<file path="src/design/apc_pkg.sv">
package apc_pkg;

  localparam int PEN_W = 26;
  localparam int CNT_OUT_W = 7;

  localparam logic [PEN_W-1:0] PEN_MAX = 26'd65536000;
  localparam logic [PEN_W-1:0] PEN_MIN = 26'd6554;
  localparam logic [PEN_W-1:0] PEN_ONE = 26'd65536;

  localparam logic [1:0] CMD_RECORD = 2'd0;
  localparam logic [1:0] CMD_ADJUST = 2'd1;
  localparam logic [1:0] CMD_LOAD   = 2'd2;

  localparam logic [1:0] CFG_TARGET_COUNT   = 2'd0;
  localparam logic [1:0] CFG_BAND_COUNT     = 2'd1;
  localparam logic [1:0] CFG_START_CAPACITY = 2'd2;
  localparam logic [1:0] CFG_START_DURATION = 2'd3;

  // Window update request sent from the top level to the window tracker.
  typedef struct packed {
    logic rec;
    logic fill;
    logic load_ok;
    logic duration_ok;
  } apc_win_cmd_t;

  typedef struct packed {
    logic [PEN_W-1:0]     capacity_penalty;
    logic [PEN_W-1:0]     duration_penalty;
    logic [CNT_OUT_W-1:0] load_feasible_count;
    logic [CNT_OUT_W-1:0] duration_feasible_count;
  } apc_result_t;

endpackage

</file>
<file path="src/design/apc_ram.sv">
module apc_ram #(
  parameter int WIDTH = 2,
  parameter int DEPTH = 100
) (
  input  logic                     clk,
  input  logic                     wr_en,
  input  logic [$clog2(DEPTH)-1:0] wr_addr,
  input  logic [WIDTH-1:0]         wr_data,
  input  logic [$clog2(DEPTH)-1:0] rd_addr,
  output logic [WIDTH-1:0]         rd_data
);

  logic [WIDTH-1:0] mem [DEPTH];
  logic [WIDTH-1:0] rd_data_r;

  always_ff @(posedge clk) begin
    if (wr_en) begin
      mem[wr_addr] <= wr_data;
    end
    rd_data_r <= mem[rd_addr];
  end

  assign rd_data = rd_data_r;

endmodule

</file>
<file path="src/design/apc_window.sv">
module apc_window #(
  parameter int WINDOW = 100,
  parameter int CNT_W  = 7
) (
  input  logic                  clk,
  input  logic                  rst_n,
  input  apc_pkg::apc_win_cmd_t win_cmd,
  output logic [CNT_W-1:0]      load_ones,
  output logic [CNT_W-1:0]      duration_ones,
  output logic [CNT_W-1:0]      load_ones_nxt,
  output logic [CNT_W-1:0]      duration_ones_nxt
);

  import apc_pkg::*;

  localparam int PTR_W = $clog2(WINDOW);
  localparam logic [PTR_W-1:0] PTR_LAST = PTR_W'(WINDOW - 1);

  logic [PTR_W-1:0] ptr_r, ptr_nxt;
  logic             wrapped_r, wrapped_nxt;
  logic [CNT_W-1:0] load_ones_r, duration_ones_r;
  logic [1:0]       rd_data;
  logic [1:0]       old_bits;

  // Every slot at or above the pointer still holds its fill value until the
  // pointer has gone once around, so only wrapped slots come from the RAM.
  assign old_bits = wrapped_r ? rd_data : 2'b11;

  always_comb begin
    ptr_nxt           = ptr_r;
    wrapped_nxt       = wrapped_r;
    load_ones_nxt     = load_ones_r;
    duration_ones_nxt = duration_ones_r;
    if (win_cmd.fill) begin
      ptr_nxt           = '0;
      wrapped_nxt       = 1'b0;
      load_ones_nxt     = CNT_W'(WINDOW);
      duration_ones_nxt = CNT_W'(WINDOW);
    end else if (win_cmd.rec) begin
      load_ones_nxt     = load_ones_r - CNT_W'(old_bits[1]) + CNT_W'(win_cmd.load_ok);
      duration_ones_nxt = duration_ones_r - CNT_W'(old_bits[0])
                          + CNT_W'(win_cmd.duration_ok);
      if (ptr_r == PTR_LAST) begin
        ptr_nxt     = '0;
        wrapped_nxt = 1'b1;
      end else begin
        ptr_nxt = ptr_r + 1'b1;
      end
    end
  end

  always_ff @(posedge clk) begin
    if (!rst_n) begin
      ptr_r           <= '0;
      wrapped_r       <= 1'b0;
      load_ones_r     <= CNT_W'(WINDOW);
      duration_ones_r <= CNT_W'(WINDOW);
    end else begin
      ptr_r           <= ptr_nxt;
      wrapped_r       <= wrapped_nxt;
      load_ones_r     <= load_ones_nxt;
      duration_ones_r <= duration_ones_nxt;
    end
  end

  // The read address runs one step ahead, so the oldest pair of the next
  // record is already registered when that record arrives.
  apc_ram #(
    .WIDTH (2),
    .DEPTH (WINDOW)
  ) u_history (
    .clk     (clk),
    .wr_en   (win_cmd.rec && !win_cmd.fill),
    .wr_addr (ptr_r),
    .wr_data ({win_cmd.load_ok, win_cmd.duration_ok}),
    .rd_addr (ptr_nxt),
    .rd_data (rd_data)
  );

  assign load_ones     = load_ones_r;
  assign duration_ones = duration_ones_r;

endmodule

</file>
<file path="config.mk">
export PLATFORM = sky130hd
export DESIGN_NAME = apc_window
export DESIGN_NICKNAME = d
export VERILOG_FILES = /design/src/design/apc_pkg.sv /design/src/design/apc_ram.sv /design/src/design/apc_window.sv
export SDC_FILE = /design/constraint.sdc
export NUM_CORES = 1
export LEC_CHECK = 0
export BUFFER_PORTS_ARGS = -buffer_cell sky130_fd_sc_hd__buf_2
export CORE_AREA = 2 2 147 149
export DETAILED_ROUTE_END_ITERATION = 7
export DIE_AREA = 0 0 149 151
export PLACE_DENSITY = 0.67
export SLEW_MARGIN = 20
export SYNTH_ARGS = -nofsm -noshare
export SYNTH_HDL_FRONTEND = slang
export SYNTH_SLANG_ARGS = --single-unit
</file>
<file path="constraint.sdc">
create_clock -name clk -period 7.4 [get_ports clk]
set_input_delay 1.48 -clock clk [delete_from_list [all_inputs] [get_ports clk]]
set_output_delay 1.48 -clock clk [all_outputs]
set_load 0.05 [all_outputs]
</file>
* After elaboration in Yosys (flattened, before gate mapping) *
Memories as Yosys holds them, arrays and structs flattened. A register that Yosys moved wholly into a read port is not among the register bits.
Cells that the tools add are included.

word-level totals
  memory bits (writable) = 200
  memories = 1
  flip-flop bits (word level) = 22
  input bits = 6
  output and inout bits = 28

cells by class
  reductions and logical operators = 4
  mux-type cells = 10
  equal/unequal tests = 1
  bitwise logic cells = 1
  $add $sub $neg = 5

memories
  name           words  width  read ports  clocked after memory_dff  wr ports  RTL line       source
  u_history.mem  100    2      1           1                         1         apc_ram.sv:13  logic [WIDTH-1:0] mem [DEPTH];

operators with widths
  cell                   count
  $mux W7                7
  $add A7 B1 Y7          2
  $sub A7 B1 Y7          2
  $add A7 B1 Y7 const B  1
  $eq A7 B7 Y1 const B   1
  $mux W1                2
  $mux W2                1
  $reduce_and A2 Y1      1
  $reduce_or A2 Y1       1
  $logic_and A1 B1 Y1    1
  $logic_not A1 Y1       1
  $not A1 Y1             1

* Logic depth before layout (Yosys ltp) *
Gate-level depths: netlist (run 1).

  word-level depth = 5
  mapped depth = 13
  mapped depth without buffers = 13

* Cells and area by module *
From an unflattened synthesis (run 1), not the netlist that was laid out.

second synthesis, totals
  cell total of the unflattened synthesis = 727
  area total of the unflattened synthesis = 10,256.1 µm²

by module, submodules not included
  module      cells each  area each (µm²)  instances  sequential area each (µm²)
  apc_ram     493         8,425.6          1          6,045.8
  apc_window  234         1,830.5          1          440.4

* Worst setup path after synthesis (run 1) *
Ideal clock, no wire load.

  path kind = in2out
  start = in win_cmd[1] (netlist bit)
  end = out load_ones_nxt[6]
  path buffers = 0
  arrival time = 3.425 ns
  cell stages on the path = 10
  slack = 2.495 ns
  cells stage by stage = ha_1 > fa_1 > a21o_1 > a21oi_1 > o21bai_1 > a21oi_1 > xnor2_1 > and2_1 > xnor2_1 > nand2_1

between the ends
  cells in the longest elaborated chain, start to end = 3

RTL lines
  what           RTL line          source
  from (decl)    apc_window.sv:7   input apc_pkg::apc_win_cmd_t win_cmd,
  $add A7 B1 Y7  apc_window.sv:40  load_ones_nxt = load_ones_r - CNT_W'(old_bits[1]) + CNT_W'(win_cmd.load_ok);
  $mux W7        apc_window.sv:39  end else if (win_cmd.rec) begin
  $mux W7        apc_window.sv:34  if (win_cmd.fill) begin
  to (decl)      apc_window.sv:10  output logic [CNT_W-1:0] load_ones_nxt,

Every way passes these cells.

* Final worst setup path (run 1) *
  start = in win_cmd[0] (netlist bit)
  end = out duration_ones_nxt[6]

between the ends
  cells in the longest elaborated chain, start to end = 3

RTL lines
  what           RTL line          source
  $add A7 B1 Y7  apc_window.sv:42  + CNT_W'(win_cmd.duration_ok);
  $mux W7        apc_window.sv:39
  $mux W7        apc_window.sv:34
  to (decl)      apc_window.sv:11  output logic [CNT_W-1:0] duration_ones_nxt

Every way passes these cells.

==> results of run 1 <==
-- cell type report --
type	instances	area share [%]
repair buffers	44	2.190
multi-input cells	551	30.00
inverters	22	0.7298
clock inverters	15	0.9842
flip-flops and latches	224	57.33
well taps	275	3.041
clock buffers	31	5.728
-- tightest hold or removal path, stage by stage, from the launching register on --
cell	delay [ns]
dfxtp_1	0.32
nor2_1	0.10
nor3_1	0.05
-- routing by layer --
layer | routed length, um | part of all wire, %
met5 | 0 | 0
met4 | 890 | 3.5
met3 | 1910 | 7.6
met2 | 11690 | 47
met1 | 10640 | 42
-- logic make-up (layout without fill, tap and decap cells) --
group	Yosys count	in the layout	synth area share [%]
buf+inv	82	112	3.866
simple gates	337	337	14.54
compound gates	140	140	10.67
flops	224	224	63.23
xor+xnor	18	18	1.610
mux	39	39	3.866
fa+ha+maj	17	17	2.220
-- stage by stage --
stage	hold WS (ns)	std cells	power [W]	setup slack (ns)	cell area, um2
6_report	0.5144	1162	0.002736	1.974	11310
5_1_grt	0.5442	1162	0.002822	1.755	11310
4_1_cts	0.5201	1162	0.002755	1.943	11310
3_5_place_dp	0.5105	1116	0.001603	1.947	10560
3_3_place_gp	0.4975	1116	0.001601	1.969	10560
2_1_floorplan	0.4818	857	0.001542	2.495	10260
-- power by group through the flow --
stage | Sequential (W) | Clock (W) | Combinational, W
2_1_floorplan | 0.00142 | 0 | 0.000121
3_3_place_gp | 0.00141 | 0 | 0.000189
3_5_place_dp | 0.00141 | 0 | 0.000190
4_1_cts | 0.00139 | 0.00118 | 0.000191
5_1_grt | 0.00139 | 0.00123 | 0.000208
6_report | 0.00139 | 0.00116 | 0.000191
-- worst max path at each step --
stage	start	to	slack [ns]	cells past startpoint
2_1_floorplan	win_cmd[1]	load_ones_nxt[6]	2.50	10
3_3_place_gp	win_cmd[0]	duration_ones_nxt[6]	1.97	13
3_5_place_dp	win_cmd[0]	duration_ones_nxt[6]	1.95	13
4_1_cts	win_cmd[0]	duration_ones_nxt[6]	1.94	13
5_1_grt	win_cmd[0]	duration_ones_nxt[6]	1.75	13
6_report	win_cmd[0]	duration_ones_nxt[6]	1.97	13
-- cells in the final DEF, fill, tap and decap left out, types with 6 or more instances in the layout --
cell / Yosys / routed
dfxtp_1: 24 / 24
a21oi_1: 21 / 21
nor2b_1: 9 / 9
nand4_1: 10 / 10
clkbuf_1: 25 / 6
clkbuf_16: 0 / 25
clkinv_1: 1 / 10
nor3_1: 18 / 18
a31oi_1: 9 / 9
edfxtp_1: 200 / 200
nand2_1: 106 / 106
o211ai_1: 9 / 9
xor2_1: 7 / 7
o21ai_0: 14 / 14
nand3_1: 36 / 36
nor2_1: 129 / 129
xnor2_1: 10 / 10
mux2i_1: 36 / 36
o22ai_1: 9 / 9
o221ai_1: 24 / 24
buf_2: 22 / 33
ha_1: 15 / 15
buf_4: 5 / 11
a21o_1: 9 / 9
inv_1: 21 / 21
-- sequential cells by signal (all words and copies together) (netlist names) --
signal	count
duration_ones	7
load_ones	7
ptr_r	7
u_history.mem	200
u_history.rd_data	2
wrapped_r	1
==> metrics list, run 1 <==
- Number of enable flip-flop cells after synthesis: 200
- Of all cell types, the one taking the most synthesized area is edfxtp_1.
- Syn_area_per_cell: ~12 um2
* Peak VDD IR: ~0.18 mV
* Leading cell types by count after synthesis: 200 x edfxtp_1, 129 x nor2_1, 106 x nand2_1, 36 x mux2i_1, 36 x nand3_1
* Cell area power density: 241.8 nW/um2
* Clk Tree Root Cell: clkbuf_16
- Sequential cell area: 6486 um2
- Between clock sinks in the finished design, the worst skew comes to 0.009668 ns.
* Fmax achieved: 0.1843 GHz
* Initial antenna violation count: 0
- For this run, design rule violations remaining after detail routing come to 0.
* Startpoint of the most critical hold path: wrapped_r
- Cts-stage hold buffer count: 0
- Skew-Pair Late Insertion Delay: about 0.54 ns
- Hold worst-path end: wrapped_r
- After clock tree synthesis, the clock-pin slew on the worst setup and hold paths is 0.06 ns.
- Clock network power share: between 40% and 50%
- Type of the worst min-delay path: reg -> reg
- The largest individual stage delay along the critical path comes from the cell fa_1.
* Endpoints failing hold: 0
- Max Buffers Root-to-Sink: 3
* Portion of total power attributed to combinational logic: 7.0%
- Slew HR: 37.47%
- The analysis attributes to cell leakage a power of about 3.8 nW.
* Post-CTS setup buffer count: 0
* Sequential share of power: approximately 50%
* Initial core utilization: just under 50%
- Broken down by cell family, the worst path's largest delay share belongs to adder cells.
* Count of cells along the worst hold path: 2
- Aggregate global-route resource usage: about 23%
- The first global-routing pass estimated between 30 and 40 mm of wire.
* Filler cells: approximately 1800
- Number of buffers created by CTS: 25
- Number of endpoints failing setup at the final stage: 0
- The startpoint identified for the worst register-to-register timing path is ptr_r[2].
- The internal portion of the total power is roughly 0.0021 W.
- The number of cells on the worst reg-to-reg path is 9.
- Data arrival at the endpoint of the critical path: ~4.0 ns
* Sequential share of the synthesized area: roughly 63%
* Core Area: between 20000 and 25000 um2
- M3 GR Usage: approximately 4.2%
- For this run, the share of the core covered by cells in the final layout is a little over half.
* Switching power: approximately 0.00064 W
- Post-detailed-route wirelength per cell: 21.63 um
- Type of element launching the critical path: primary input
* Number of antenna diodes: 0
- In this run the number of H-tree levels came out at 1.
* Tcrit/Tclk final: about three quarters
- Yosys attributes the largest share of cell area to edfxtp_1 59%, nor2_1 4.7%, dfxtp_1 4.7%.
- In this run the biggest area consumer among cell types represents around three fifths of the synthesized area.
- Critical Path Max Stage Delay: around 0.44 ns
- For this run, the number of Yosys warnings is 0.
* Ratio of routed vias to standard cells: between 5 and 6
* Multi-input gate area in the final layout: between 3000 and 4000 um2
- In the synthesized netlist the dominant register cell turns out to be edfxtp_1.
* Vias in the first global route: 6749
- Capture instance of the worst register-to-register path: u_history.rd_data[1]
* Met2 global-route usage: ~37%
* Maximum fanout count along the critical path: 45
- The final layout contains routed wiring with a total length of approximately 25 mm.
- CTS tree: yes
- Synthesis produced a netlist whose cell count is between 800 and 900.
- Register bit count reported by yosys: ~220
- Buffers plus inverters on the worst setup path: 3
- The floorplan step set the die height to roughly 150 um.
- The die covers roughly 22000 um2.
- Clock net sink count: roughly 220
- Category of the most critical setup path: in -> out
- The flow ran to the end, and the final reports show no timing, DRC or antenna violations.
- The tool flagged a number of max-cap violations equal to 0.
- The mapped netlist covers just over 10000 um2.
- Number of port buffers: 33
- Layout cell share with drive strength beyond 1: 11.16%
- Horizontal die dimension: 149 um
- Most instantiated library cell after synthesis: edfxtp_1
* Register-to-register path setup slack: about 3.4 ns
- The first detailed-routing pass took 5 iterations.
- Switching part of the total: 23.40%
- At the end of the flow, the number of nets in the layout was approximately 900.
- Net Count, Synth: just under 900
* Least-Margin Pin Slew: 0.9380 ns
- For this run, asynchronously set or reset flops after synthesis account for 0%.
- STA puts the critical path data required time at approximately 5.9 ns.
* Final weighted congestion in routability-driven placement: 0.8443
- Critical Path End Type: primary output
- Entering global routing, the biggest net connects 95 pins.
- The critical path goes through buf_2 > buf_4 > ha_1 > fa_1 > a21o_1 > a21oi_1 > o21bai_1 > a21oi_1 > xnor2_1 > and2_1 > xnor2_1 > nand2_1 > buf_2.
- After routing, the total negative slack on setup checks comes to 0 ns.
- Setup repair after global routing missed its margin: false
* Number of top-level design ports: 34
* Distinct cell type count after synthesis: 71
- FP Rows: 53
* Most used routing layer in global routing: met2
- The detail route stage leaves a number of antenna-violating nets equal to 0.
- For this block, the initial DRC count from the detailed router was 809.
- The count of pins over their slew limit came to 0.
* GR Overflow Total: 0
- Vias after detailed routing: roughly 6900
- Total of cells resized after clock tree synthesis: 0
* Final critical path time including I/O delays and setup: 5.426 ns
* Layout overhead on the synthesized area: 10.29%
* Post-DP HPWL: roughly 15 mm
* Fraction of met1 tracks used by global routing: 30.68%
(Power assumes the default switching activity.)
==> inputs of run 2 (changes only) <==
Clock period 7.4 ns to 5.25 ns, I/O delays scaled along.
==> metrics list, run 2 (synthesis gave the netlist of run 1 again) <==
- The total of cells resized after clock tree synthesis came to 0 (unchanged).
- Reported max-cap violation count: 0 (unchanged)
- Number of top-level design ports: 34 (unchanged)
- Tcrit/Tclk final: between 80% and 90%
- The height of the chip was 151 um (unchanged).
* Clk slew on worst S/H paths: 0.06 ns (about the same)
- Number of nets in the final layout: 898 (+0.79%)
- The cell leakage power came to 3.860 nW (+1.8%).
- Type of element launching the critical path: flop
- The library cell used most frequently in the layout, excluding fill and tap cells, is edfxtp_1.
- The final design utilization is 55.02% (+0.68 points).
- Max Buffers Root-to-Sink: 3 (unchanged)
- The area growth from synthesis to layout is 11.67%.
- The total clock sinks was 224 (unchanged).
- The number of vias per cell after detailed routing is 6.073 (+2.8%).
* Startpoint of the most critical hold path: wrapped_r
- The worst setup path is captured at a primary output.
- The flip-flop count of the largest register, all copies and words added is 200 (unchanged).
- Number of buffers created by CTS: 25 (unchanged)
* Skew-Pair Late Insertion Delay: 0.54 ns (about the same)
- GR Overflow Total: 0 (unchanged)
- Least-Margin Pin Slew: 0.9595 ns (+0.02148 ns)
* Worst setup path startpoint: u_history.rd_data[1]
- The via count of the first global-routing pass was 6782 (+0.49%).
* CTS tree: yes
- The x dimension of the die was 149 um (unchanged).
* Number of pins with negative max-slew slack in the final report: 0 (unchanged)
- Count of TritonRoute iterations in the first routing pass: 5 (unchanged)
* Peak VDD IR: 0.2697 mV (+51%)
- H-tree depth: 1 (unchanged)
- The tightest hold margin was 0.5153 ns (+0.0009000 ns).
- Data arrival at the endpoint of the critical path: 3.38 ns (-0.57 ns)
* Wire length of the first global-routing pass: 39.22 mm (+1.1%)
- Worst-case setup slack after placement: 0.9482 ns (-0.9984 ns)
* Setup repair after global routing missed its margin: false
* Post-route worst setup slack: 0.8248 ns (-1.149 ns)
* Cell area power density: 349.0 nW/um2 (+44%)
- Endpoints failing hold: 0 (unchanged)
* Leading cell types in the layout, fill and taps excluded: 200 x edfxtp_1, 129 x nor2_1, 106 x nand2_1, 36 x mux2i_1, 36 x nand3_1
* Initial antenna violation count: 0 (unchanged)
- Run status: finished, final reports clean
* Post-CTS setup buffer count: 0 (unchanged)
- Slew HR: 35.86% (-1.6 points)
* Category of the most critical setup path: reg -> out
- Final weighted congestion in routability-driven placement: 0.7996 (-5.3%)
- The final sum of negative setup slack was 0 ns (unchanged).
- Number of port buffers: 33 (unchanged)
* Pin count of the biggest net entering global routing: 85 (-11%)
* Remaining design rule violation count: 0 (unchanged)
- FP Rows: 53 (unchanged)
- Floorplan die area: 22500 um2 (unchanged)
* Clk Tree Root Cell: clkbuf_16
* Post-DP HPWL: 15.61 mm (+4.5%)
* Type of the worst min-delay path: reg -> reg
- The hold buffer count at cts was 0 (unchanged).
* Maximum fanout count along the critical path: 2 (-96%)
* Initial core utilization: 49.27% (unchanged)
* WL final: 25.50 mm (+1.5%)
- The post-detailed-route count of antenna-violating nets came to 0 (unchanged).
- Post-detailed-route wirelength per cell: 21.81 um (+0.85%)
- Clock skew: 0.01399 ns (+0.004320 ns)
- The number of failing setup endpoints in the final timing report came to 0 (unchanged).
* Drt initial violations: 761 (-5.9%)
- Vias after detailed routing: 7099 (+3.4%)
- Worst path required time: 4.20 ns (-1.72 ns)
- Fmax achieved: between 0.2 and 0.25 GHz
- The area of the core came to 20820 um2 (unchanged).
- Number of antenna diodes: 0 (unchanged)
- The total global routing track utilization is 22.90% (+0.12 points).
- In this run the critical register-to-register path is launched from ptr_r[0].
- The clock period could shrink to 4.425 ns.
- The register with the most flip-flops in the final layout is u_history.mem.
- The fraction of layout cells with a size suffix above 1 is 12.86% (+1.7 points).
## run 2: cell count changes in the layout (fill, tap and decap cells not counted), moves of 2 or more
cell        change
clkinv_1        -8
buf_4           +6
clkinvlp_4      +4
clkinv_2        +3
bufinv_16       +2
inv_6           -2
## run 2: area by class of cell
| class | count | area, um2 |
|---|---|---|
| fill | 1789 | 9366 |
| timing repair buffer | 51 | 312.8 |
| clock buffer | 31 | 658.1 |
| tap | 275 | 344.1 |
| sequential | 224 | 6486 |
| clock inverter | 15 | 177.7 |
| multi-input combinational | 551 | 3395 |
| inverter | 22 | 82.58 |
## run 2: power by group
part	switching (W)	internal (W)
Sequential	0.00000744	0.00195
Clock	0.000721	0.00105
Combinational	0.000193	0.0000819
Total	0.000922	0.00308
## run 2: worst max-delay path: stages (launching register included)
cell	delay, ns
dfxtp_1	0.33
nand2b_1	0.16
ha_1	0.28
inv_1	0.04
ha_1	0.20
fa_1	0.44
a21o_1	0.17
a21oi_1	0.24
o21bai_1	0.09
a21oi_1	0.18
xnor2_1	0.07
and2_1	0.16
xnor2_1	0.13
nand2_1	0.07
buf_2	0.27
## run 2: path summary, 6_finish.rpt
check / end / slack [ns] / cells past startpoint
setup / recovery: load_ones_nxt[6] / 0.82 / 14
hold / removal: wrapped_r / 0.52 / 2
setup reg to reg: u_history.rd_data[1] / 1.63 / 9
hold reg to reg: wrapped_r / 0.52 / 2
## run 2: metrics by stage
step	cell area (um2)	std cells	power, W
2_1_floorplan	10260	857	0.002173
3_3_place_gp	10620	1123	0.002263
3_5_place_dp	10620	1123	0.002265
4_1_cts	11460	1169	0.004009
5_1_grt	11460	1169	0.004108
6_report	11460	1169	0.003998
## run 2: per-layer routing
metal	global-route usage [%]	up-vias	share of wire (%)
met5	0	-	0
met4	7.333	0	3.1
met3	3.614	58	7.5
met2	35.85	306	46
met1	33.02	3517	44
li1	-	3218	-
